$ cat config.mk
export PLATFORM = sky130hd
export DESIGN_NAME = labmp_front
export DESIGN_NICKNAME = d
export VERILOG_FILES = /design/src/hw/rtl/labmp_pkg.sv /design/src/hw/rtl/labmp_front.sv
export SDC_FILE = /design/constraint.sdc
export NUM_CORES = 1
export LEC_CHECK = 0
export BUFFER_PORTS_ARGS = -buffer_cell sky130_fd_sc_hd__buf_2
export CAP_MARGIN = 20
export CELL_PAD_IN_SITES_DETAIL_PLACEMENT = 1
export CELL_PAD_IN_SITES_GLOBAL_PLACEMENT = 1
export CORE_ASPECT_RATIO = 1.5
export CORE_UTILIZATION = 45
export CTS_CLUSTER_SIZE = 16
export DETAILED_ROUTE_END_ITERATION = 16
export GPL_ROUTABILITY_DRIVEN = 1
export GPL_TIMING_DRIVEN = 1
export PLACE_DENSITY = 0.95
export SLEW_MARGIN = 20
export SYNTH_ARGS = -nofsm -noshare
export SYNTH_HDL_FRONTEND = slang
export SYNTH_SLANG_ARGS = --single-unit
$ cat constraint.sdc
create_clock -name i_clk -period 10 [get_ports i_clk]
set_input_delay 0 -clock i_clk [delete_from_list [all_inputs] [get_ports i_clk]]
set_output_delay 0 -clock i_clk [all_outputs]
set_load 0.01 [all_outputs]
$ cat src/hw/rtl/labmp_pkg.sv
// Package for the lidar angular binning block: shared widths, codes and types.
// Used by the top level, labmp_front and labmp_back; it depends on nothing.
`default_nettype none

package labmp_pkg;

    localparam int ANGLE_W    = 16;
    localparam int RANGE_W    = 16;
    localparam int CFG_IDX_W  = 3;
    localparam int CFG_DATA_W = 16;
    localparam int FIRST_W    = 10;
    localparam int END_W      = 11;

    localparam logic [RANGE_W-1:0] NO_READING = 16'hFFFF;

    localparam logic [CFG_IDX_W-1:0] CFG_ANGLE_START  = 3'd0;
    localparam logic [CFG_IDX_W-1:0] CFG_ANGLE_STEP   = 3'd1;
    localparam logic [CFG_IDX_W-1:0] CFG_THRESHOLD    = 3'd2;
    localparam logic [CFG_IDX_W-1:0] CFG_SECTOR_FIRST = 3'd3;
    localparam logic [CFG_IDX_W-1:0] CFG_SECTOR_END   = 3'd4;

    localparam logic OP_SAMPLE = 1'b0;
    localparam logic OP_QUERY  = 1'b1;

    typedef enum logic [1:0] {
        CMD_NEW,
        CMD_MIN,
        CMD_QUERY
    } t_cmd_kind;

    typedef enum logic [2:0] {
        B_CLEAR,
        B_IDLE,
        B_RMW_WR,
        B_SCAN,
        B_DONE
    } t_back_state;

    typedef struct packed {
        logic [ANGLE_W-1:0] angle_start;
        logic [ANGLE_W-1:0] angle_step;
        logic [RANGE_W-1:0] alert_threshold_mm;
        logic [FIRST_W-1:0] sector_first_bin;
        logic [END_W-1:0]   sector_end_bin;
    } t_cfg;

endpackage

`default_nettype wire

$ cat src/hw/rtl/labmp_front.sv
// Front end: accepts items, tracks the scan angle, maps samples to bins and
// classifies each item into a back-end command. Depends on labmp_pkg.
`default_nettype none

module labmp_front #(
    parameter int NUM_BINS = 360,
    parameter int BIN_W    = 9,
    parameter int CMD_W    = 27
) (
    input  wire logic                          i_clk,
    input  wire logic                          i_rst_n,
    input  wire labmp_pkg::t_cfg               i_cfg,
    input  wire logic                          i_hold,
    input  wire logic                          i_push,
    output logic                               o_full,
    input  wire logic                          i_opcode,
    input  wire logic [labmp_pkg::RANGE_W-1:0] i_range_mm,
    input  wire logic                          i_last_in_scan,
    output logic                               o_q_push,
    output logic      [CMD_W-1:0]              o_q_data,
    input  wire logic                          i_q_full
);

    localparam int PROD_W = labmp_pkg::ANGLE_W + BIN_W;

    logic                            r_valid;
    logic                            r_op;
    logic [labmp_pkg::RANGE_W-1:0]   r_range;
    logic                            r_last;
    logic [BIN_W-1:0]                r_bin;
    logic [labmp_pkg::ANGLE_W-1:0]   r_offset;
    logic [BIN_W-1:0]                r_prev_bin;
    logic                            r_prev_valid;

    logic [labmp_pkg::ANGLE_W-1:0]   angle, neg;
    logic [PROD_W-1:0]               prod;
    logic                            accept, move;
    labmp_pkg::t_cmd_kind            kind;

    assign angle  = labmp_pkg::ANGLE_W'(i_cfg.angle_start + r_offset);
    assign neg    = labmp_pkg::ANGLE_W'(~angle + 1'b1);
    assign prod   = PROD_W'(neg) * PROD_W'(NUM_BINS);

    assign move   = r_valid && !i_q_full;
    assign o_full = i_hold || (r_valid && i_q_full);
    assign accept = i_push && !o_full;

    always_comb begin
        if (r_op == labmp_pkg::OP_QUERY) begin
            kind = labmp_pkg::CMD_QUERY;
        end else if (r_prev_valid && (r_bin == r_prev_bin)) begin
            kind = labmp_pkg::CMD_MIN;
        end else begin
            kind = labmp_pkg::CMD_NEW;
        end
    end

    assign o_q_push = move;
    assign o_q_data = {kind, r_bin, r_range};

    always_ff @(posedge i_clk) begin
        if (!i_rst_n) begin
            r_valid      <= 1'b0;
            r_offset     <= '0;
            r_prev_bin   <= '0;
            r_prev_valid <= 1'b0;
        end else begin
            if (accept) begin
                r_valid <= 1'b1;
            end else if (move) begin
                r_valid <= 1'b0;
            end
            if (accept && (i_opcode == labmp_pkg::OP_SAMPLE)) begin
                if (i_last_in_scan) begin
                    r_offset <= '0;
                end else begin
                    r_offset <= labmp_pkg::ANGLE_W'(r_offset + i_cfg.angle_step);
                end
            end
            if (move && (r_op == labmp_pkg::OP_SAMPLE)) begin
                r_prev_bin   <= r_bin;
                r_prev_valid <= !r_last;
            end
        end
    end

    always_ff @(posedge i_clk) begin
        if (accept) begin
            r_op    <= i_opcode;
            r_range <= i_range_mm;
            r_last  <= i_last_in_scan;
            r_bin   <= prod[PROD_W-1:labmp_pkg::ANGLE_W];
        end
    end

endmodule

`default_nettype wire

==> flow_summary.json <==
{
  "status": "completed",
  "vias": 4838,
  "totalWireLength_mm": 19.51,
  "cpLargestDelayFamily": "simple AND/OR/NAND/NOR gates",
  "h-tree-depth": 2,
  "start_util": 0.4647,
  "cp-startpoint": "r_offset[0]",
  "slew_violations": 0,
  "setup_tns_ps": 0,
  "finalCriticalPeriod_ps": 7721,
  "cts_buffers": 5,
  "critical_path.cell_chain": "ha_1, fa_1, a211o_1, nand3_1, nand3b_1, or4_4, or4_1, nor3_1, a21oi_1, xor2_1, inv_1, fa_1, inv_1, fa_1, inv_1, ha_1, and4_1, a221o_1, or2_2, o221ai_1, a21oi_1, a211o_1, a21oi_1, xnor2_1",
  "yosys.area_share.adder": 0.2635,
  "ys_warn_count": 0,
  "path_depth": 24,
  "synthXorXnorAreaFrac": 0.1118,
  "vdd.ir_drop.worst_v": 0.00007155,
  "crit_type": "flip-flop to flip-flop",
  "worst_slew_pin_slew_ps": 982.3,
  "io_buffer_count": 83,
  "synth_top_area_cell": "ha_1",
  "io_pins": 121,
  "powerDensity_mw_per_mm2": 176.7,
  "holdCritPathClass": "input port to flip-flop",
  "synth-main-ff-cell": "edfxtp_1",
  "rsz0062_at_grt": "false",
  "final-seq-area_mm2": 0.001351,
  "reg2reg_slack_ps": 2280,
  "final_nets": 825,
  "cts_resized": 0,
  "core-area_mm2": 0.01106,
  "dp.final_hpwl_mm": 11.59,
  "cts_tree": "built",
  "clock.fmax_mhz": 129.5,
  "root_buffer": "clkbuf_16",
  "synth_enable_flop_cells": 27,
  "gr-total-overflow": 0,
  "finalCritPeriodShare": 0.7721,
  "place_congestion": 0.8391,
  "setup.worst_path.end_class": "flip-flop",
  "drtPass1Iterations": 6,
  "syn_inst": 540,
  "async_flop_share": 0,
  "drt-initial-drc-count": 382,
  "num-fill-cells": 1293,
  "clk_pin_slew_worst_paths_ps": 90,
  "hold_viol": 0,
  "ys_ff_latch": 54,
  "synthMuxAreaShare": 0.01948,
  "crit-reg2reg-launch": "r_offset[0]",
  "fin_ws_ps": 2279,
  "critical_path.max_fanout": 5,
  "synth_cell_type_count": 61,
  "synth_top_family_by_area": "adder cells",
  "p_leak_nw": 2.781,
  "dieHeight_um": 132.9,
  "yosysSeqAreaShare": 0.2630,
  "finClkSkew_ps": 13.99,
  "crit_arrival_ps": 7800,
  "maxSlewHeadroom": 0.3348,
  "ff2ff_path_depth": 24,
  "drc": 0,
  "worst-path-buf-inv": 3,
  "design_area_mm2": 0.006028,
  "antenna_found_initial": 4,
  "multi_input_area_mm2": 0.003495,
  "wl_per_cell_um": 24.73,
  "synth-compound-area-share": 0.1527,
  "clock_sinks": 54,
  "syn-num-nets": 727,
  "cp_slowest_stage_delay_ps": 620,
  "grt_usage": 0.3507,
  "synthSimpleGateAreaFrac": 0.1322,
  "grt_max_degree": 29,
  "dpl_cell_area_mm2": 0.005702,
  "syn2layout_area_growth_pct": 17.34,
  "synth_area_per_cell_um2": 9.514,
  "crit_end": "r_bin[8]",
  "grt_pass1_vias": 5331,
  "die_w_um": 89.24,
  "place_ws_ps": 2817,
  "detail-route-antenna-nets": 0,
  "grt_pass1_wl_mm": 30.30,
  "power_w": 0.001065,
  "num_rows": 47,
  "vias_per_cell": 6.132,
  "drive_gt1_frac": 0.1534,
  "syn_area_mm2": 0.005137,
  "die_area_mm2": 0.01186,
  "timing.hold.ws_ps": 22.73,
  "yosys-top-cells-area": "ha_1 18%, edfxtp_1 16%, dfxtp_1 11%",
  "timing.rr.end": "r_bin[8]",
  "clock_latency_ps": 310,
  "clockBufferDepth": 2,
  "synth_top_area_share": 0.1778,
  "slowest_stage": "or4_1",
  "cap_violations": 0,
  "critPathRequiredTime_ps": 10080,
  "setup_violations": 0,
  "startpoint_type": "flip-flop"
}
==> how the worst min path moves through the flow <==
stage                   from          to  slack, ps  depth (start not counted)
6_report            i_q_full     r_valid         20                          3
5_1_grt             i_q_full     r_valid         30                          3
4_1_cts             i_q_full     r_valid         20                          3
3_5_place_dp   i_range_mm[4]  r_range[4]        180                          1
3_3_place_gp   i_range_mm[0]  r_range[0]        180                          1
2_1_floorplan       i_q_full    o_q_push         50                          1
==> logic make-up (layout without fill, tap and decap cells) <==
group / after synthesis / after routing
mux: 10 / 10
flops: 54 / 54
other cells: 0 / 3
buf+inv: 77 / 176
xor+xnor: 64 / 64
compound gates: 116 / 116
fa+ha+maj: 95 / 95
simple gates: 124 / 124
==> what timing repair did <==
item / CTS / global route
setup buffers: 0 / 0
endpoints found under the hold margin: 17 / 0
hold buffers: 17 / 0
==> synth_stat cells (all sizes together) (6+ instances only) <==
| master | n |
|---|---|
| nor2b | 30 |
| edfxtp | 27 |
| dfxtp | 27 |
| o21ai | 20 |
| inv | 67 |
| mux2i | 10 |
| o21bai | 7 |
| nand3 | 6 |
| ha | 73 |
| a22oi | 10 |
| xnor2 | 42 |
| nand2 | 24 |
| nor2 | 23 |
| a21oi | 28 |
| xor2 | 21 |
| a21o | 11 |
| o21a | 7 |
| nor3 | 8 |
| fa | 22 |
==> layer usage <==
metal  vias up  GRT usage  share of wire
li1       2091          -              -
met1      2374     0.3498           0.35
met2       265     0.5785           0.52
met3       104     0.1316          0.064
met4         4     0.2566          0.067
met5         -          0         0.0013
==> worst min-delay path, delay by kind of cell <==
family,cells,cell delay [ps]
compound gates,1,90
buf+inv,1,120
simple gates,1,70
==> power breakdown <==
group          switching [W]  internal (W)
Combinational       0.000329      0.000245
Clock              0.0000991     0.0000937
Sequential         0.0000240      0.000274
==> metrics by stage <==
| step | util | instances |
|---|---|---|
| after global placement | 0.5157 | 761 |
| after floorplan | - | 540 |
| after CTS | 0.5444 | 786 |
| after global routing | 0.5448 | 787 |
| final | 0.5453 | 789 |
| after detailed placement | 0.5157 | 761 |
==> state kept, by name, summed over array words and instances, names as in the netlist <==
register,cells
r_prev_valid,1
r_valid,1
r_range,16
r_last,1
r_prev_bin,9
r_op,1
r_bin,9
r_offset,16
==> area by class of cell <==
type | instances | share of cell area
multi-input cells | 409 | 0.5797
well taps | 147 | 0.03051
clock buffers | 5 | 0.02076
clock inverters | 3 | 0.003528
inverters | 67 | 0.04172
diodes | 3 | 0.001245
repair buffers | 101 | 0.09838
flip-flops and latches | 54 | 0.2242
==> cells in the final DEF (no fill, tap or decap), types with 3 or more instances in the layout <==
cell | netlist | routed
a21oi_1 | 28 | 28
diode_2 | 0 | 3
nor3_1 | 8 | 8
o21bai_1 | 7 | 7
edfxtp_1 | 27 | 27
a22oi_1 | 10 | 10
ha_1 | 73 | 73
nand2b_1 | 3 | 3
inv_1 | 67 | 66
nor4_1 | 4 | 4
nor2_1 | 23 | 23
nand3_1 | 6 | 6
clkbuf_16 | 0 | 5
a211oi_1 | 5 | 5
xor2_1 | 21 | 21
xnor2_1 | 42 | 42
nand2_1 | 24 | 24
nor2b_1 | 30 | 29
dlygate4sd3_1 | 0 | 17
nor3b_1 | 4 | 4
mux2i_1 | 10 | 10
o21a_1 | 7 | 7
dfxtp_1 | 27 | 27
buf_2 | 1 | 83
o21ai_0 | 19 | 19
o31ai_1 | 4 | 4
a21o_1 | 11 | 11
fa_1 | 22 | 22
or3_1 | 4 | 4
No activity file was read; power rests on OpenSTA's default activity.
