## src/hw/rtl/labmp_queue.sv

```systemverilog
// Small register queue that parts the front end from the back end.
// Depends on nothing.
`default_nettype none

module labmp_queue #(
    parameter int WIDTH = 28,
    parameter int DEPTH = 2
) (
    input  wire logic             i_clk,
    input  wire logic             i_rst_n,
    input  wire logic             i_push,
    input  wire logic [WIDTH-1:0] i_data,
    output logic                  o_full,
    input  wire logic             i_pop,
    output logic      [WIDTH-1:0] o_data,
    output logic                  o_empty
);

    localparam int PTR_W = (DEPTH > 1) ? $clog2(DEPTH) : 1;
    localparam int CNT_W = $clog2(DEPTH + 1);

    logic [WIDTH-1:0] r_mem [DEPTH];
    logic [PTR_W-1:0] r_wr_ptr, n_wr_ptr;
    logic [PTR_W-1:0] r_rd_ptr, n_rd_ptr;
    logic [CNT_W-1:0] r_count, n_count;
    logic             wr, rd;

    assign o_full  = (r_count == CNT_W'(DEPTH));
    assign o_empty = (r_count == '0);
    assign o_data  = r_mem[r_rd_ptr];
    assign wr      = i_push && !o_full;
    assign rd      = i_pop && !o_empty;

    always_comb begin
        n_wr_ptr = r_wr_ptr;
        n_rd_ptr = r_rd_ptr;
        n_count  = r_count;
        if (wr) begin
            n_wr_ptr = (r_wr_ptr == PTR_W'(DEPTH - 1)) ? '0 : PTR_W'(r_wr_ptr + 1'b1);
        end
        if (rd) begin
            n_rd_ptr = (r_rd_ptr == PTR_W'(DEPTH - 1)) ? '0 : PTR_W'(r_rd_ptr + 1'b1);
        end
        if (wr && !rd) begin
            n_count = CNT_W'(r_count + 1'b1);
        end else if (rd && !wr) begin
            n_count = CNT_W'(r_count - 1'b1);
        end
    end

    always_ff @(posedge i_clk) begin
        if (!i_rst_n) begin
            r_wr_ptr <= '0;
            r_rd_ptr <= '0;
            r_count  <= '0;
        end else begin
            r_wr_ptr <= n_wr_ptr;
            r_rd_ptr <= n_rd_ptr;
            r_count  <= n_count;
        end
    end

    always_ff @(posedge i_clk) begin
        if (wr) begin
            r_mem[r_wr_ptr] <= i_data;
        end
    end

endmodule

`default_nettype wire

```

## config.mk

```make
export PLATFORM = sky130hd
export DESIGN_NAME = labmp_queue
export DESIGN_NICKNAME = d
export VERILOG_FILES = /design/src/hw/rtl/labmp_queue.sv
export SDC_FILE = /design/constraint.sdc
export NUM_CORES = 1
export LEC_CHECK = 0
export BUFFER_PORTS_ARGS = -buffer_cell sky130_fd_sc_hd__buf_2
export CAP_MARGIN = 10
export CORE_AREA = 2 2 102 64
export CTS_BUF_LIST = sky130_fd_sc_hd__clkbuf_16
export CTS_CLUSTER_DIAMETER = 60
export DETAILED_ROUTE_END_ITERATION = 10
export DIE_AREA = 0 0 104 66
export HOLD_SLACK_MARGIN = 0.02
export PLACE_DENSITY = 0.72
export SYNTH_ARGS = -nofsm -noshare
export SYNTH_HDL_FRONTEND = slang
export SYNTH_SLANG_ARGS = --single-unit
```

## constraint.sdc

```tcl
create_clock -name i_clk -period 2.8 [get_ports i_clk]
set_clock_uncertainty 0.2 [all_clocks]
set_input_delay 0.42 -clock i_clk [delete_from_list [all_inputs] [get_ports i_clk]]
set_output_delay 0.42 -clock i_clk [all_outputs]
set_load 0.005 [all_outputs]
```

==> results of run 1 <==
==> layer usage <==
layer  track usage, %  wire [um]  up-vias
met5                0          0        -
met3            7.389        298        8
met2            18.26       1546       45
met4            5.574         62        0
li1                 -          -      579
met1            14.62       1732      557
==> worst max path at each step <==
stage / from / end / slack (ns) / cells after the start
after floorplan: r_count[0]$_SDFFE_PN0P_ / r_mem[0][0]$_DFFE_PP_ / 0.46 / 3
after global placement: i_push / r_mem[0][20]$_DFFE_PP_ / 0.90 / 4
after detailed placement: r_count[0]$_SDFFE_PN0P_ / r_mem[0][4]$_DFFE_PP_ / 0.88 / 4
after CTS: flop / o_data[3] / 0.76 / 3
after global routing: flop / o_data[9] / 0.71 / 3
final: flop / o_data[9] / 0.80 / 3
==> registers in the layout (all words and copies together), names as in the netlist, named ones only <==
signal / flops
r_wr_ptr: 1
r_count: 2
r_rd_ptr: 1
r_mem: 56
==> stage by stage <==
step / setup slack [ns] / hold WS (ns) / cell area (sq um) / total power [uW]
5_1_grt: 0.7090 / 0.07836 / 2939 / 2874
6_report: 0.7977 / 0.08981 / 2939 / 2713
3_3_place_gp: 0.8991 / 0.3093 / 2690 / 1834
3_5_place_dp: 0.8815 / 0.3212 / 2690 / 1840
4_1_cts: 0.7577 / 0.07795 / 2939 / 2757
2_1_floorplan: 0.4590 / 0.2833 / 2251 / 1582
==> Yosys cell counts <==
cell type and n:
inv_2 1, dfxtp_1 5, inv_1 1, and3_1 1, nor3_2 1, a21boi_1 1
xnor2_1 2, o21ai_0 1, ha_1 1, buf_4 2, o21a_1 1, or3_1 1
xor2_1 1, buf_2 1, and2_1 3, edfxtp_1 56, mux2_2 28, o21ai_1 1
a21boi_0 1, nand2b_1 1, nor2_1 2
==> critical path, stage by stage (launching register included) <==
cell     delay, ns
dfxtp_1       0.32
buf_4         0.24
mux2_2        0.37
buf_2         0.13
==> report_power, final <==
part           total (uW)  leakage, uW  internal, uW  switching, uW
registers            1190     0.000564          1150           40.8
clock network         900     0.000130           572            328
logic                 621     0.000430           331            290
==> placed cells by master (no fill, tap or decap), types with 2 or more instances in the layout <==
master / count
clkbuf_16: 9
inv_1: 3
xnor2_1: 2
mux2_2: 28
clkinv_1: 3
buf_2: 61
nor2_1: 2
dfxtp_1: 5
and2_1: 3
edfxtp_1: 56
buf_4: 3
==> cell type report <==
class / instances / area share [%]
Multi-Input combinational cell: 46 / 15.24
Clock inverter: 6 / 0.8089
Sequential cell: 61 / 60.62
Clock buffer: 9 / 7.663
Timing Repair Buffer: 65 / 11.83
Tap cell: 84 / 3.576
Inverter: 2 / 0.2554
==> cells by family after synthesis <==
logic type / count (synthesis)
adder cells (fa/ha/maj): 1
multiplexers: 28
AND/OR/NAND/NOR: 9
buffers and inverters: 5
flip-flops: 61
XOR/XNOR: 3
AO/OA/AOI/OAI: 5
==> results_dict.tcl, run 1 <==
set metrics [dict create \
    grt_max_degree 29 \
    slew_viol_final 0 \
    antenna_violating_nets_post_route 0 \
    endpoint_kind "output pin" \
    clk-insertion-delay-late_ns 0.32 \
    htreeDepth 3 \
    outcome "complete, no violations" \
    relSlewSlack_pct 57.01 \
    synth_seq_area_share_pct 79.16 \
    p_leak_uw 0.001124 \
    min_period_ns 2.002 \
    reg2reg_to "r_mem[0][4]$_DFFE_PP_" \
    cts_setup_buffers 0 \
    syn_avg_cell_area_sq_um 20.10 \
    synthAdderAreaFrac_pct 0.5559 \
    cp.arrival_ns 1.38 \
    seqCellArea_sq_um 1782 \
    worstReg2RegStart "r_count[0]$_SDFFE_PN0P_" \
    cts_resized 0 \
    whs_path_depth 1 \
    initial_core_util_pct 37.86 \
    drt_iter0_markers 31 \
    areaGrowthSynthToFinish_pct 30.57 \
    hold_end "r_mem[0][14]$_DFFE_PP_" \
    clkTransAtPathRegs_ns 0.05 \
    tightest_slew_ns 0.6427 \
    clock_path_buffers 2 \
    ios 62 \
    nets 218 \
    hold_buffers 0 \
    vias 1189 \
    max_cap_viol_count 0 \
    grtUsageTotal_pct 12.38 \
    antenna_found_initial 0 \
    ys_ff_latch 61 \
    antennaDiodeCount 0 \
    hold_viol_final 0 \
    synth_top_family_by_area "multiplexers" \
    dpl.cell_count 258 \
    hold_start "i_data[14]" \
    setup_viol 0 \
    synthDistinctLibCells 21 \
    regToRegSetupSlack_ns 0.90 \
    utilization_pct 49.43 \
    yosys_warnings 0 \
    synth_xor_area_share_pct 1.167 \
    timing.fmax_mhz 499.4 \
    design.die.area_sq_um 6864 \
    gp_congestion 0.7244 \
    first_global_vias 1245 \
    die_h_um 66 \
    cts-root-buf "clkbuf_16" \
    power_density_nw_per_um2 923.1 \
    cts_tree "yes" \
    fp-row-count 22 \
    rr_worst_depth 4 \
    fin_cells 273 \
    rsz0062_at_grt "false" \
    vias_per_cell 4.355 \
    hpwl_um 2421 \
    routed_wl_um 3640 \
    path_max_fanout 16 \
    grt_overflow 0 \
    syn-num-nets 145 \
    drc 0 \
    synthesis.area_sq_um 2251 \
    critPathKind "reg2out" \
    portBuffers 61 \
    clock-sinks 61 \
    die_width_um 104 \
    fin_tns_setup_ns 0 \
    required_ns 2.18 \
    hp-class "in2reg" \
    fp.coreArea_sq_um 5946 \
    drive_gt1_share_pct 55.56 \
    ir_drop_v 0.0003902 \
    synth_area_leader_cell "edfxtp_1" \
    netlist_instances 112 \
    finalCritPeriodShare_pct 71.51 \
    grt_pass1_wl_um 6078 \
    synthTopCellsByArea "edfxtp_1 (75%), mux2_2 (14%), dfxtp_1 (4.4%)" \
    yosys.area_share.simple_pct 2.446 \
    cts_made_buffers 9 \
    crit_path_start_kind "flop" \
    synth_top_area_share_pct 74.71 \
    synth_mux_area_share_pct 14.01 \
    wl_per_cell_um 13.33 \
    fillers 521 \
    multiInputGateArea_sq_um 447.9 \
    drt_first_pass_iters 6 \
    synth-compound-area-share_pct 1.445 \
]
(Power assumes the default switching activity.)
==> run 2: changes to the inputs <==
- PLACE_DENSITY: 0.72 -> 0.75
- clock period: 2.8 -> 1.6 ns (I/O delays scaled with it)
==> run 2 against run 1 <==
  * The flow now finishes with violations (negative setup slack)
  * Worst setup slack worse by 0.97 ns
  * Design area up 27%
  * Critical path depth unchanged
  * Register-to-register slack worse by 0.89 ns
  * Critical endpoint is now o_data[22]
  * Highest routed layer unchanged
==> results_dict.tcl, run 2 (synthesis results as in run 1) <==
set metrics [dict create \
    cpMaxStageDelayCell "dfxtp_4" \
    p_seq_share_pct 35.3 \
    setup_viol 28 \
    p_leak_uw 0.001478 \
    placed_cell_area_sq_um 2765 \
    ir_drop_v 0.0008953 \
    slew_viol_final 0 \
    fp-row-count 22 \
    htreeDepth 3 \
    fp.coreArea_sq_um 5946 \
    critPathKind "reg2out" \
    p_int_uw 4570 \
    grtUsageTotal_pct 13.61 \
    worst_slack_ns -0.1675 \
    design_area_sq_um 3724 \
    portBuffers 61 \
    cts-root-buf "clkbuf_16" \
    utilization_pct 62.63 \
    crit_end "o_data[22]" \
    wl_met2_um 2359 \
    timing.fmax_mhz 565.8 \
    die_width_um 104 \
    path_max_fanout 6 \
    required_ns 1.16 \
    clk-insertion-delay-late_ns 0.32 \
    cp.buffers_inverters 2 \
    largest_register_ffs 56 \
    power_frac_comb_pct 31.8 \
    first_global_vias 1354 \
    violations "negative setup slack" \
    worstReg2RegStart "r_count[0]$_SDFFE_PN0P_" \
    p_switching_uw 1453 \
    drc 0 \
    grt_pass1_wl_um 6768 \
    antenna_found_initial 0 \
    clkTransAtPathRegs_ns 0.05 \
    wl_per_cell_um 15.01 \
    cts_tree "yes" \
    crit_path_start_kind "flop" \
    multiInputGateArea_sq_um 563.0 \
    nets 259 \
    hpwl_um 2504 \
    max_cap_viol_count 0 \
    vias_per_cell 4.394 \
    endpoint_kind "output pin" \
    topRoutingLayerUsed "met4" \
    outcome "finished with violations" \
    antennaDiodeCount 0 \
    cp_num_cells 3 \
    path_cells "buf_4 -> mux2_2 -> buf_2" \
    cts_made_buffers 9 \
    wl_met3_um 233 \
    drt_first_pass_iters 4 \
    hp-class "in2reg" \
    power_density_nw_per_um2 1618 \
    cp.arrival_ns 1.33 \
    routed_wl_um 4728 \
    rr_worst_depth 6 \
    reg2reg_to "r_count[1]$_SDFFE_PN0P_" \
    fin_tns_setup_ns -4.165 \
    min_period_ns 1.768 \
    whs_ns 0.1214 \
    drive_gt1_share_pct 56.28 \
    finalCritPeriodShare_pct 110.5 \
    reg.largest.list "r_mem: 56 flops, r_count: 2 flops" \
    crit_family "flip-flops" \
    die_h_um 66 \
    gp_congestion 0.7409 \
    rsz0062_at_grt "true" \
    fillers 443 \
    slowest_delay_ns 0.38 \
    switching_share_pct 24.13 \
    grt_max_degree 30 \
    hold_start "i_push" \
    antenna_violating_nets_post_route 0 \
    power_frac_clock_pct 33.0 \
    final_cell_mix "edfxtp_1 (56), buf_2 (43), dlygate4sd3_1 (29)" \
    seqCellArea_sq_um 1788 \
    regMostFlops "r_mem" \
    clock-sinks 61 \
    drt_iter0_markers 22 \
    relSlewSlack_pct 86.77 \
    grt_overflow 0 \
    design.die.area_sq_um 6864 \
    tightest_slew_ns 0.1984 \
    vias 1384 \
    regToRegSetupSlack_ns 0.01 \
    initial_core_util_pct 37.86 \
    clock_path_buffers 2 \
    areaGrowthSynthToFinish_pct 65.43 \
    hold_viol_final 0 \
    layout_commonest_cell "edfxtp_1" \
    ios 62 \
    m1WireLength_um 2083 \
]
## run 2: per-layer routing
| layer | vias up | track usage, % |
|---|---|---|
| li1 | 663 | - |
| met1 | 674 | 15.22 |
| met2 | 41 | 23.68 |
| met3 | 6 | 6.305 |
| met4 | 0 | 4.054 |
| met5 | - | 0 |
## run 2: area by class of cell
class	count	area share, %
repair buffers	106	25.27
inverters	2	0.2688
flip-flops and latches	61	48.02
well taps	84	2.823
multi-input cells	46	15.12
clock inverters	7	2.453
clock buffers	9	6.048
## run 2: how the worst min path moves through the flow
stage	to	slack (ns)	cells after the start
6_report	r_wr_ptr$_SDFFE_PN0P_	0.12	3
3_5_place_dp	r_mem[1][14]$_DFFE_PP_	0.23	1
3_3_place_gp	r_mem[1][14]$_DFFE_PP_	0.23	1
4_1_cts	r_wr_ptr$_SDFFE_PN0P_	0.11	3
2_1_floorplan	r_mem[0][0]$_DFFE_PP_	0.14	0
5_1_grt	r_wr_ptr$_SDFFE_PN0P_	0.13	3
## run 2: worst reg2reg max path: stages (launching register included)
cell and delay, ns:
dfxtp_2 0.35, nand2b_4 0.14, inv_4 0.04, nor2_4 0.11, ha_4 0.21, or3_1 0.34
a21boi_1 0.13
## run 2: per-stage QoR
stage,total power [uW],cells,setup WS [ns]
after global routing,6304,315,-0.2257
after floorplan,2803,112,-0.2904
after CTS,5811,311,-0.1946
final,6024,315,-0.1675
after detailed placement,3364,263,-0.01913
after global placement,3330,263,0.03516
## run 2: power by group through the flow
stage	sequential, uW	clock [uW]	combinational, uW
3_5_place_dp	2120	0	1240
4_1_cts	2120	2030	1660
5_1_grt	2140	2120	2040
2_1_floorplan	2110	0	696
6_report	2120	1990	1910
3_3_place_gp	2110	0	1220
## run 2: what timing repair did
action                                  4_1_cts  5_1_grt
pin swaps                                     3        6
setup buffers                                 2        1
hold buffers                                 29        0
hold endpoints to repair                     61        0
resized for setup                            34       15
gates cloned                                  1        3
endpoints found under the setup margin       29       58
